<file path="src/hdl/b64d_pkg.sv">
// Package with the shared types, constants and the alphabet decode function of the decoder.
package b64d_pkg;

    localparam logic [7:0]  PAD_CHAR    = 8'h3D;
    localparam logic [23:0] TOTAL_MAX   = 24'hFFFFFF;
    localparam int          QUEUE_DEPTH = 4;

    // One queue entry: the bytes of one character and how the back end reports them.
    typedef struct packed {
        logic [7:0]  byte0;
        logic [7:0]  byte1;
        logic [7:0]  byte2;
        logic [1:0]  nbytes;
        logic        done;
        logic [23:0] total;
    } op_t;

    // Bit 6 set means the character is not in the alphabet.
    function automatic logic [6:0] sextet_of(input logic [7:0] c);
        logic [6:0] r;
        begin
            r = 7'b100_0000;
            if (c >= 8'h41 && c <= 8'h5A)
            begin
                r = {1'b0, 6'(c - 8'h41)};
            end
            else if (c >= 8'h61 && c <= 8'h7A)
            begin
                r = {1'b0, 6'(c - 8'h61 + 8'd26)};
            end
            else if (c >= 8'h30 && c <= 8'h39)
            begin
                r = {1'b0, 6'(c - 8'h30 + 8'd52)};
            end
            else if (c == 8'h2B)
            begin
                r = {1'b0, 6'd62};
            end
            else if (c == 8'h2F)
            begin
                r = {1'b0, 6'd63};
            end
            return r;
        end
    endfunction

endpackage

</file>
<file path="src/hdl/b64d_ifs.sv">
// Channel interfaces for the character input and the decoded byte output.
interface b64d_char_if;
    logic       valid;
    logic       ready;
    logic [7:0] char_in;
    logic       msg_start;
    logic       msg_end;

    modport source (output valid, output char_in, output msg_start, output msg_end,
                    input ready);
    modport sink   (input valid, input char_in, input msg_start, input msg_end,
                    output ready);
endinterface

interface b64d_byte_if;
    logic        valid;
    logic        ready;
    logic [7:0]  data_byte;
    logic        byte_valid;
    logic        run_last;
    logic        message_done;
    logic [23:0] total_bytes;

    modport source (output valid, output data_byte, output byte_valid, output run_last,
                    output message_done, output total_bytes, input ready);
    modport sink   (input valid, input data_byte, input byte_valid, input run_last,
                    input message_done, input total_bytes, output ready);
endinterface

</file>
<file path="src/hdl/b64d_front.sv">
// Front end: accepts characters, keeps the group state and queues the bytes each one releases.
module b64d_front
(
    input  logic             clk,
    input  logic             rst_n,
    b64d_char_if.sink        char_chan,
    input  logic             queue_full,
    output logic             push,
    output b64d_pkg::op_t    push_op
);

    logic [1:0]  phase_reg, phase_next, phase_eff;
    logic [5:0]  s0_reg, s0_next, s0_eff;
    logic [5:0]  s1_reg, s1_next, s1_eff;
    logic [5:0]  s2_reg, s2_next, s2_eff;
    logic        pad_reg, pad_next, pad_eff;
    logic [23:0] total_reg, total_next, total_eff;
    logic [6:0]  sx;
    logic [1:0]  nbytes;
    logic [24:0] sum;
    logic        accept;

    assign char_chan.ready = !queue_full;
    assign accept          = char_chan.valid && !queue_full;

    always_comb
    begin
        phase_eff = char_chan.msg_start ? 2'd0  : phase_reg;
        s0_eff    = char_chan.msg_start ? 6'd0  : s0_reg;
        s1_eff    = char_chan.msg_start ? 6'd0  : s1_reg;
        s2_eff    = char_chan.msg_start ? 6'd0  : s2_reg;
        pad_eff   = char_chan.msg_start ? 1'b0  : pad_reg;
        total_eff = char_chan.msg_start ? 24'd0 : total_reg;
        sx        = b64d_pkg::sextet_of(char_chan.char_in);

        phase_next = phase_eff;
        s0_next    = s0_eff;
        s1_next    = s1_eff;
        s2_next    = s2_eff;
        pad_next   = pad_eff;
        nbytes     = 2'd0;

        if (!pad_eff)
        begin
            if (char_chan.char_in == b64d_pkg::PAD_CHAR)
            begin
                case (phase_eff) inside
                    2'd1, 2'd2: nbytes = 2'd1;
                    2'd3:       nbytes = 2'd2;
                    default:    nbytes = 2'd0;
                endcase
                phase_next = 2'd0;
                s0_next    = 6'd0;
                s1_next    = 6'd0;
                s2_next    = 6'd0;
                pad_next   = 1'b1;
            end
            else if (!sx[6])
            begin
                if (phase_eff == 2'd3)
                begin
                    nbytes     = 2'd3;
                    phase_next = 2'd0;
                    s0_next    = 6'd0;
                    s1_next    = 6'd0;
                    s2_next    = 6'd0;
                end
                else
                begin
                    case (phase_eff)
                        2'd0:    s0_next = sx[5:0];
                        2'd1:    s1_next = sx[5:0];
                        default: s2_next = sx[5:0];
                    endcase
                    phase_next = phase_eff + 2'd1;
                end
            end
        end

        if (char_chan.msg_end)
        begin
            phase_next = 2'd0;
            s0_next    = 6'd0;
            s1_next    = 6'd0;
            s2_next    = 6'd0;
        end

        sum        = {1'b0, total_eff} + 25'(nbytes);
        total_next = (sum > {1'b0, b64d_pkg::TOTAL_MAX}) ? b64d_pkg::TOTAL_MAX : sum[23:0];

        push_op.byte0  = {s0_eff, s1_eff[5:4]};
        push_op.byte1  = {s1_eff[3:0], s2_eff[5:2]};
        push_op.byte2  = {s2_eff[1:0], sx[5:0]};
        push_op.nbytes = nbytes;
        push_op.done   = char_chan.msg_end;
        push_op.total  = total_next;
        push           = accept && ((nbytes != 2'd0) || char_chan.msg_end);
    end

    always_ff @(posedge clk or negedge rst_n)
    begin
        if (!rst_n)
        begin
            phase_reg <= 2'd0;
            s0_reg    <= 6'd0;
            s1_reg    <= 6'd0;
            s2_reg    <= 6'd0;
            pad_reg   <= 1'b0;
            total_reg <= 24'd0;
        end
        else if (accept)
        begin
            phase_reg <= phase_next;
            s0_reg    <= s0_next;
            s1_reg    <= s1_next;
            s2_reg    <= s2_next;
            pad_reg   <= pad_next;
            total_reg <= total_next;
        end
    end

endmodule

</file>
<file path="src/hdl/b64d_queue.sv">
// Short first-in first-out queue of byte entries between the front and back ends.
module b64d_queue #(
    parameter int DEPTH = b64d_pkg::QUEUE_DEPTH
)
(
    input  logic          clk,
    input  logic          rst_n,
    input  logic          push,
    input  b64d_pkg::op_t push_op,
    input  logic          pop,
    output b64d_pkg::op_t head_op,
    output logic          full,
    output logic          empty
);

    localparam int PW = (DEPTH > 1) ? $clog2(DEPTH) : 1;
    localparam int CW = $clog2(DEPTH + 1);

    b64d_pkg::op_t  entry_reg [DEPTH];
    logic [PW-1:0]  wr_ptr_reg, rd_ptr_reg;
    logic [CW-1:0]  count_reg;
    logic           do_push, do_pop;

    assign full    = (count_reg == CW'(DEPTH));
    assign empty   = (count_reg == '0);
    assign do_push = push && !full;
    assign do_pop  = pop && !empty;
    assign head_op = entry_reg[rd_ptr_reg];

    always_ff @(posedge clk)
    begin
        if (do_push)
        begin
            entry_reg[wr_ptr_reg] <= push_op;
        end
    end

    always_ff @(posedge clk or negedge rst_n)
    begin
        if (!rst_n)
        begin
            wr_ptr_reg <= '0;
            rd_ptr_reg <= '0;
            count_reg  <= '0;
        end
        else
        begin
            if (do_push)
            begin
                wr_ptr_reg <= (wr_ptr_reg == PW'(DEPTH - 1)) ? '0 : wr_ptr_reg + PW'(1);
            end
            if (do_pop)
            begin
                rd_ptr_reg <= (rd_ptr_reg == PW'(DEPTH - 1)) ? '0 : rd_ptr_reg + PW'(1);
            end
            if (do_push && !do_pop)
            begin
                count_reg <= count_reg + CW'(1);
            end
            else if (do_pop && !do_push)
            begin
                count_reg <= count_reg - CW'(1);
            end
        end
    end

endmodule

</file>
<file path="src/hdl/b64d_back.sv">
// Back end: takes queue entries and hands out their results one word per cycle while the output is ready.
module b64d_back
(
    input  logic           clk,
    input  logic           rst_n,
    input  b64d_pkg::op_t  head_op,
    input  logic           queue_empty,
    output logic           pop,
    b64d_byte_if.source    byte_chan
);

    b64d_pkg::op_t cur_reg;
    logic          cur_valid_reg;
    logic [1:0]    idx_reg;
    logic [1:0]    last_idx;
    logic          at_last, fire, free;
    logic [7:0]    sel_byte;

    assign last_idx = (cur_reg.nbytes == 2'd0) ? 2'd0 : cur_reg.nbytes - 2'd1;
    assign at_last  = (idx_reg == last_idx);
    assign fire     = cur_valid_reg && byte_chan.ready;
    assign free     = !cur_valid_reg || (fire && at_last);
    assign pop      = free && !queue_empty;

    always_comb
    begin
        case (idx_reg)
            2'd0:    sel_byte = cur_reg.byte0;
            2'd1:    sel_byte = cur_reg.byte1;
            default: sel_byte = cur_reg.byte2;
        endcase
    end

    assign byte_chan.valid        = cur_valid_reg;
    assign byte_chan.byte_valid   = (cur_reg.nbytes != 2'd0);
    assign byte_chan.data_byte    = (cur_reg.nbytes != 2'd0) ? sel_byte : 8'd0;
    assign byte_chan.run_last     = at_last;
    assign byte_chan.message_done = at_last && cur_reg.done;
    assign byte_chan.total_bytes  = (at_last && cur_reg.done) ? cur_reg.total : 24'd0;

    always_ff @(posedge clk)
    begin
        if (pop)
        begin
            cur_reg <= head_op;
        end
    end

    always_ff @(posedge clk or negedge rst_n)
    begin
        if (!rst_n)
        begin
            cur_valid_reg <= 1'b0;
            idx_reg       <= 2'd0;
        end
        else if (pop)
        begin
            cur_valid_reg <= 1'b1;
            idx_reg       <= 2'd0;
        end
        else if (free)
        begin
            cur_valid_reg <= 1'b0;
        end
        else if (fire)
        begin
            idx_reg <= idx_reg + 2'd1;
        end
    end

endmodule

</file>
<file path="src/hdl/base64_stream_decoder.sv">
// Top level of the streaming Base64 decoder: front end, entry queue and back end.
// A character is taken every cycle while the queue has room; its result words go into the
// queue and then into the back end's output register before they are offered. Results leave
// at one word per cycle while the output is ready, and a group of four characters yields
// three words, so a steady stream runs at one character per cycle. Reset clears the group
// state, byte count, queue and output stage at once; there is no clearing pass.
module base64_stream_decoder #(
    parameter int QUEUE_DEPTH = b64d_pkg::QUEUE_DEPTH
)
(
    input  logic        clk,
    input  logic        rst_n,
    b64d_char_if.sink   char_chan,
    b64d_byte_if.source byte_chan
);

    b64d_pkg::op_t push_op;
    b64d_pkg::op_t head_op;
    logic          push, pop, full, empty;

    b64d_front u_front
    (
        .clk        (clk),
        .rst_n      (rst_n),
        .char_chan  (char_chan),
        .queue_full (full),
        .push       (push),
        .push_op    (push_op)
    );

    b64d_queue #(
        .DEPTH (QUEUE_DEPTH)
    ) u_queue
    (
        .clk     (clk),
        .rst_n   (rst_n),
        .push    (push),
        .push_op (push_op),
        .pop     (pop),
        .head_op (head_op),
        .full    (full),
        .empty   (empty)
    );

    b64d_back u_back
    (
        .clk         (clk),
        .rst_n       (rst_n),
        .head_op     (head_op),
        .queue_empty (empty),
        .pop         (pop),
        .byte_chan   (byte_chan)
    );

endmodule

</file>
<file path="src/flat_wrapper.sv">
// flat-port wrapper written by rule: the top's interface ports become plain ports
module base64_stream_decoder_flat 
#(
    parameter int QUEUE_DEPTH = b64d_pkg::QUEUE_DEPTH
)
  (clk, rst_n, char_chan_valid, char_chan_char_in, char_chan_msg_start, char_chan_msg_end, char_chan_ready, byte_chan_valid, byte_chan_data_byte, byte_chan_byte_valid, byte_chan_run_last, byte_chan_message_done, byte_chan_total_bytes, byte_chan_ready);
  b64d_char_if char_chan_i ();
  b64d_byte_if byte_chan_i ();
  input  logic clk;
  input  logic rst_n;
  input wire logic [$bits(char_chan_i.valid)-1:0] char_chan_valid;
  input wire logic [$bits(char_chan_i.char_in)-1:0] char_chan_char_in;
  input wire logic [$bits(char_chan_i.msg_start)-1:0] char_chan_msg_start;
  input wire logic [$bits(char_chan_i.msg_end)-1:0] char_chan_msg_end;
  output wire logic [$bits(char_chan_i.ready)-1:0] char_chan_ready;
  output wire logic [$bits(byte_chan_i.valid)-1:0] byte_chan_valid;
  output wire logic [$bits(byte_chan_i.data_byte)-1:0] byte_chan_data_byte;
  output wire logic [$bits(byte_chan_i.byte_valid)-1:0] byte_chan_byte_valid;
  output wire logic [$bits(byte_chan_i.run_last)-1:0] byte_chan_run_last;
  output wire logic [$bits(byte_chan_i.message_done)-1:0] byte_chan_message_done;
  output wire logic [$bits(byte_chan_i.total_bytes)-1:0] byte_chan_total_bytes;
  input wire logic [$bits(byte_chan_i.ready)-1:0] byte_chan_ready;
  assign char_chan_i.valid = char_chan_valid;
  assign char_chan_i.char_in = char_chan_char_in;
  assign char_chan_i.msg_start = char_chan_msg_start;
  assign char_chan_i.msg_end = char_chan_msg_end;
  assign char_chan_ready = char_chan_i.ready;
  assign byte_chan_valid = byte_chan_i.valid;
  assign byte_chan_data_byte = byte_chan_i.data_byte;
  assign byte_chan_byte_valid = byte_chan_i.byte_valid;
  assign byte_chan_run_last = byte_chan_i.run_last;
  assign byte_chan_message_done = byte_chan_i.message_done;
  assign byte_chan_total_bytes = byte_chan_i.total_bytes;
  assign byte_chan_i.ready = byte_chan_ready;
  base64_stream_decoder #(.QUEUE_DEPTH(QUEUE_DEPTH)) u_core (.clk(clk), .rst_n(rst_n), .char_chan(char_chan_i), .byte_chan(byte_chan_i));
endmodule
</file>
<file path="config.mk">
export PLATFORM = sky130hd
export DESIGN_NAME = base64_stream_decoder_flat
export DESIGN_NICKNAME = d
export VERILOG_FILES = /design/src/hdl/b64d_pkg.sv /design/src/hdl/b64d_ifs.sv /design/src/hdl/b64d_front.sv /design/src/hdl/b64d_queue.sv /design/src/hdl/b64d_back.sv /design/src/hdl/base64_stream_decoder.sv /design/src/flat_wrapper.sv
export SDC_FILE = /design/constraint.sdc
export NUM_CORES = 1
export LEC_CHECK = 0
export BUFFER_PORTS_ARGS = -buffer_cell sky130_fd_sc_hd__buf_2
export CELL_PAD_IN_SITES_DETAIL_PLACEMENT = 0
export CELL_PAD_IN_SITES_GLOBAL_PLACEMENT = 2
export CORE_ASPECT_RATIO = 1.25
export CORE_MARGIN = 2
export CORE_UTILIZATION = 35
export DETAILED_ROUTE_END_ITERATION = 8
export PLACE_DENSITY = 0.67
export SLEW_MARGIN = 20
export SYNTH_ARGS = -nofsm -noshare
export SYNTH_HDL_FRONTEND = slang
export SYNTH_SLANG_ARGS = --single-unit
export TNS_END_PERCENT = 5
</file>
<file path="constraint.sdc">
create_clock -name clk -period 9.95 [get_ports clk]
set_clock_uncertainty 0.05 [all_clocks]
set_input_delay 1.99 -clock clk [delete_from_list [all_inputs] [get_ports clk]]
set_output_delay 1.99 -clock clk [all_outputs]
set_load 0.05 [all_outputs]
</file>
======== Word-level counts from Yosys, hierarchy flattened ========
Memories as Yosys holds them, arrays and structs flattened. A register that Yosys moved wholly into a read port is not among the register bits.
Index checks and enable logic that the tools add are counted.
storage, ports and cells
  latch bits .............................. 0
  register bits after elaboration ......... 55
  bits of input ports ..................... 14
  RAM bits ................................ 204
  memory bits (read-only) ................. 0
  output and inout bits ................... 37
  memories kept ........................... 1
  logic and storage cells ................. 134
memories
  memory                    words  width  read ports  clocked after Yosys merged registers in  write ports  line              text
  u_core.u_queue.entry_reg  4      51     1           1                                        1            b64d_queue.sv:19  b64d_pkg::op_t entry_reg [DEPTH];
operators by class
  divide/modulo/power cells ............... 0
  equality and inequality tests ........... 12
  reduce and logical (&&, ||, !) cells .... 32
  mux-type cells .......................... 58
  shift operators ......................... 0
  bitwise operators ....................... 0
  add/subtract/negate cells ............... 13
  order comparisons ....................... 7
  multiply operators ...................... 0
operator list
  cell                                                                                  number
  6-bit two-way mux                                                                     21
  24-bit two-way mux                                                                    3
  2-bit two-way mux                                                                     18
  7-bit two-way mux                                                                     5
  24-bit by 2-bit adder with 25-bit output                                              1
  25-bit by 24-bit > comparator with 1-bit output (second input constant)               1
  8-bit by 6-bit equality test with 1-bit output (second input constant)                3
  8-bit by 7-bit greater-or-equal comparator with 1-bit output (second input constant)  2
  8-bit by 7-bit less-or-equal comparator with 1-bit output (second input constant)     2
  8-bit case mux with 2 select lines                                                    1
  1-bit logical AND                                                                     13
  6-bit subtractor (second input constant)                                              2
  2-bit nonzero test                                                                    5
  2-bit by 1-bit adder with 2-bit output (second input constant)                        4
  2-bit equality test (second input constant)                                           4
  8-bit by 6-bit greater-or-equal comparator with 1-bit output (second input constant)  1
  8-bit by 6-bit less-or-equal comparator with 1-bit output (second input constant)     1
  8-bit two-way mux                                                                     1
  1-bit two-way mux                                                                     7
  6-bit by 5-bit adder with 6-bit output (second input constant)                        1
  6-bit adder (second input constant)                                                   1
  2-bit zero test                                                                       3
  3-bit two-way mux                                                                     2
  6-bit by 1-bit subtractor with 6-bit output (second input constant)                   1
  other kinds (12)                                                                      19

======== Logic depth before layout (Yosys ltp) ========
  depth in word-level cells ............... 17
  mapped depth ............................ 20
  gate-level depth less buffers ........... 17

======== By module ========
Synthesis repeated with hierarchy kept, for this count alone.
second synthesis, totals
  cell total of the unflattened synthesis .. 924
  area total of the unflattened synthesis .. 13888.3 um^2
modules (own cells, without submodules)
  module      seq. area each (um^2)  area each (um^2)  cells an instance  instances
  b64d_queue  6301.0                 7872.6            304                1
  b64d_front  1126.1                 3846.2            484                1
  b64d_back   1606.5                 2169.6            136                1

======== Worst setup path after synthesis ========
No wires, ideal clock.
  path kind ............................... input to register
  start ................................... input byte_chan_ready
  end ..................................... register u_core.u_queue.count_reg[1]
  path buffers ............................ 0
  path slack .............................. 3.855 ns
  data arrival time ....................... 5.921 ns
  stages .................................. 7
  required time ........................... 9.775 ns
  library setup time ...................... 0.125 ns
  cells stage by stage .................... nand2_1 > a21oi_1 > inv_1 > ha_1 > inv_1 > fa_1 > mux2_2
between the ends
  word-level cells in the longest chain between the ends .. 8
  elaborated cells on any way between the ends .. 10
  those cells by class .................... mux (1); reduce/logical (9)
RTL lines
  item                                                            line                         text
  start, declared                                                 flat_wrapper.sv:22           input wire logic [$bits(byte_chan_i.ready)-1:0] byte_chan_ready;
  1-bit logical AND (*)                                           b64d_back.sv:21              assign fire = cur_valid_reg && byte_chan.ready;
  1-bit logical AND (*)                                           b64d_back.sv:22              assign free = !cur_valid_reg || (fire && at_last);
  1-bit logical OR (*)                                            b64d_back.sv:22
  1-bit logical AND (*)                                           b64d_back.sv:23              assign pop = free && !queue_empty;
  named net u_core.pop                                            base64_stream_decoder.sv:19  logic push, pop, full, empty;
  1-bit logical AND (*)                                           b64d_queue.sv:27             assign do_pop = pop && !empty;
  1-bit zero test                                                 b64d_queue.sv:56             if (do_push && !do_pop)
  1-bit logical AND                                               b64d_queue.sv:56
  3-bit two-way mux / 2-bit nonzero test (equally long branches)  -
  end signal, assigned                                            b64d_queue.sv:58             count_reg <= count_reg + CW'(1);
  end signal, assigned                                            b64d_queue.sv:62             count_reg <= count_reg - CW'(1);
  end, declared                                                   b64d_queue.sv:21             logic [CW-1:0] count_reg;
The timed path passes the listed nets; every way through them passes the cells marked *.
A chain may end at the register's enable or synchronous reset.

==> run metrics <==
hold depth 1; count leader, synth edfxtp_1; I/O Pins 51; Setup Fix Bufs, Post-CTS 0; H-tree Lvls 1; largest family of logic cells by synthesized area simple AND/OR/NAND/NOR gates; Synth Cell Area 13,600 um^2; total of max-cap violations 0; fmax 154 MHz; Final Cycle Share 65.2%; CP endpoint kind register; vias in the first global route 7,623; Worst setup SP type input port; r2r endpoint u_core.u_queue.entry_reg[0][23]; pwr dens 266 nW/um^2; critical path's slowest cell a311o_1; switch share 32.1%; WL/cell 19.6 um; Power, Total 4.09 mW; Max IR drop VDD 0.000120 V; clock root cell clkbuf_16; Hold Vio Cnt, Final 0; Post-Synthesis Cells 886; ANT nets after route 0; Hold Buf Count CTS 0; CP Class in2reg; Filler Cells Inserted 3,534; clock tree buffer depth 3; Hold Path Origin u_core.u_front.s0_reg[4]; Area contributors post-synth edfxtp_1 56%, dfrtp_1 10%, mux4_2 8.5%; final WL 28,400 um; layout cells sized above 1 20.0%; worst endpoint required time 10.27 ns; Hold Path End u_core.u_front.s0_reg[4]; core area 38,200 um^2; RSZ-0062 raised after global routing no; TNS Setup 0 ns; Worst Path Max Fanout 28; ys async rst share 17.7%; GR Overflow Total 0; Simple-Gate Fraction of Synth Area 10.6%; clock power share 29.2%; IO buf count 50; clk_lat worst skew 0.56 ns; leakage power 5.59 nW; top-area cell type share of the netlist area 56.4%; Num CTS Buffers 29; largest net degree at the start of global routing 56; synthesized-area fraction occupied by adder cells 2.42%; outcome complete, no violations; crit-path cells buf_2 -> inv_1 -> ha_1 -> a21o_1 -> a311o_1 -> or2_1 -> nand3_4 -> nand3_4 -> a21oi_1 -> ha_1 -> fa_1 -> and3b_1 -> and4_1 -> and4b_1 -> nand4_4 -> a41o_1 -> nor2_1; HP Class reg2reg; diode count 0; Synth Area in Compound Gates 7.59%; antenna violations before repair 1; Worst-path clk slew 0.06 ns; top post-synthesis cells by count 255 x edfxtp_1, 62 x nand2_1, 55 x dfrtp_1, 53 x a21oi_1, 51 x mux4_2; Max Slew Vio Count 0; Die X 180 um; switching power total 1.31 mW; max incr delay on CP 0.44 ns; DR iter-0 viols 441; Int Pwr 2.78 mW; DP Worst Slack 2.88 ns; row cnt 80; Die ar. 40,400 um^2; Worst-Margin Slew 0.947 ns; max reg flops 204; endpoints failing setup 0; synth unique cells 78; gpl congestion 0.781; Post-DP HPWL 17,300 um; number of clock sinks 310; R2R cell count 13; DIE HEIGHT 224 um; flop2flop setup slack 5.44 ns; total track usage 14.2%; Vias 7,438; Logic pwr share 26.3%; Seq/Total Area, Yosys 66.6%; drt drc 0; Yosys top cell by area edfxtp_1; Flop pwr share 44.4%; Nets 969; mean number of vias per cell 5.15; Critical Path AT 6.80 ns; Max-slew headroom 36.4%; area growth from synthesis to layout 13.3%; Synthesized Nets 925; CTS tree built; fin crit period 6.49 ns; PostCTS Resize Cnt 0; post-synthesis mux area share 9.70%; Post-synth top flop edfxtp_1; first-pass GRT wire length 45,200 um; Syn Area/Cell 15.3 um^2; Final WS setup 3.46 ns; DRT Pass-1 Iters 4; XOR/XNOR share of the synthesized area 1.29%; RR Startpoint u_core.u_front.phase_reg[1]; Seq cells post-synth 310; initial core utilization 35.5%; synth warn 0; Post-synth EDFFs 255
critical path: cells and delay by family:
family	cells	cell delay, ns
AND/OR/NAND/NOR	8	2.21
adder cells (fa/ha/maj)	3	0.84
buffers and inverters	2	0.33
AO/OA/AOI/OAI	4	1.43
stage by stage:
step / area [um^2] / util, % / std cells / hold WS [ns]
after global routing: 15400 / 40.2 / 1445 / 0.453
after global placement: 14300 / 37.5 / 1391 / 0.421
final: 15400 / 40.2 / 1445 / 0.438
after floorplan: 13600 / - / 886 / 0.407
after CTS: 15400 / 40.2 / 1445 / 0.442
after detailed placement: 14300 / 37.5 / 1391 / 0.427
cell families (layout without fill, tap and decap cells):
family,Yosys count,count (layout)
AO/OA/AOI/OAI,148,148
XOR/XNOR,20,20
adder cells (fa/ha/maj),25,25
multiplexers,66,66
AND/OR/NAND/NOR,254,254
flip-flops,310,310
buffers and inverters,63,130
layout by cell type, fill, tap and decap left out, drive strengths merged, types with 5 or more instances in the layout:
master  instances
a21oi          53
a22o            9
a22oi           9
a31oi           5
a32o            8
and2           11
and3           36
buf            56
bufinv          7
clkbuf         35
clkinv          8
dfrtp          55
edfxtp        255
ha             23
inv            22
mux2            8
mux2i           7
mux4           51
nand2          62
nand2b         15
nand3          16
nor2           38
nor2b          34
nor3           13
nor4            6
o211ai          6
o21ai          27
xnor2          10
xor2           10
worst max-delay path by stage:
| stage | startpoint | endpoint | slack, ns | cells past startpoint |
|---|---|---|---|---|
| floorplan | byte_chan_ready | u_core.u_queue.count_reg[1] | 3.85 | 7 |
| global placement | char_chan_char_in[2] | u_core.u_queue.entry_reg[0][23] | 3.09 | 16 |
| detailed placement | char_chan_char_in[2] | u_core.u_queue.entry_reg[2][23] | 2.88 | 16 |
| CTS | char_chan_char_in[2] | u_core.u_queue.entry_reg[0][23] | 3.44 | 17 |
| global route | char_chan_char_in[2] | u_core.u_queue.entry_reg[2][23] | 3.01 | 17 |
| finish | char_chan_char_in[2] | u_core.u_queue.entry_reg[0][23] | 3.46 | 17 |
power groups by stage:
| stage | clock, mW | combinational [mW] | sequential [mW] |
|---|---|---|---|
| 6_report | 1.20 | 1.08 | 1.82 |
| 4_1_cts | 1.23 | 1.10 | 1.83 |
| 3_5_place_dp | 0 | 1.10 | 1.86 |
| 5_1_grt | 1.28 | 1.17 | 1.85 |
| 2_1_floorplan | 0 | 0.882 | 1.76 |
| 3_3_place_gp | 0 | 1.10 | 1.85 |
layer usage:
layer / routed length, um / global-route usage (%)
met3: 937 / 1.71
met2: 13100 / 22.4
met5: 16 / 0
met1: 13800 / 20.9
met4: 527 / 3.80
final cells by class:
type	instances	area [um^2]	share of cell area [%]
multi-input cells	513	4310	28.0
clock inverters	19	289	1.88
clock buffers	35	748	4.87
inverters	20	75.1	0.488
well taps	492	616	4.00
repair buffers	56	295	1.92
flip-flops and latches	310	9040	58.8
No activity file was read; power rests on OpenSTA's default activity.
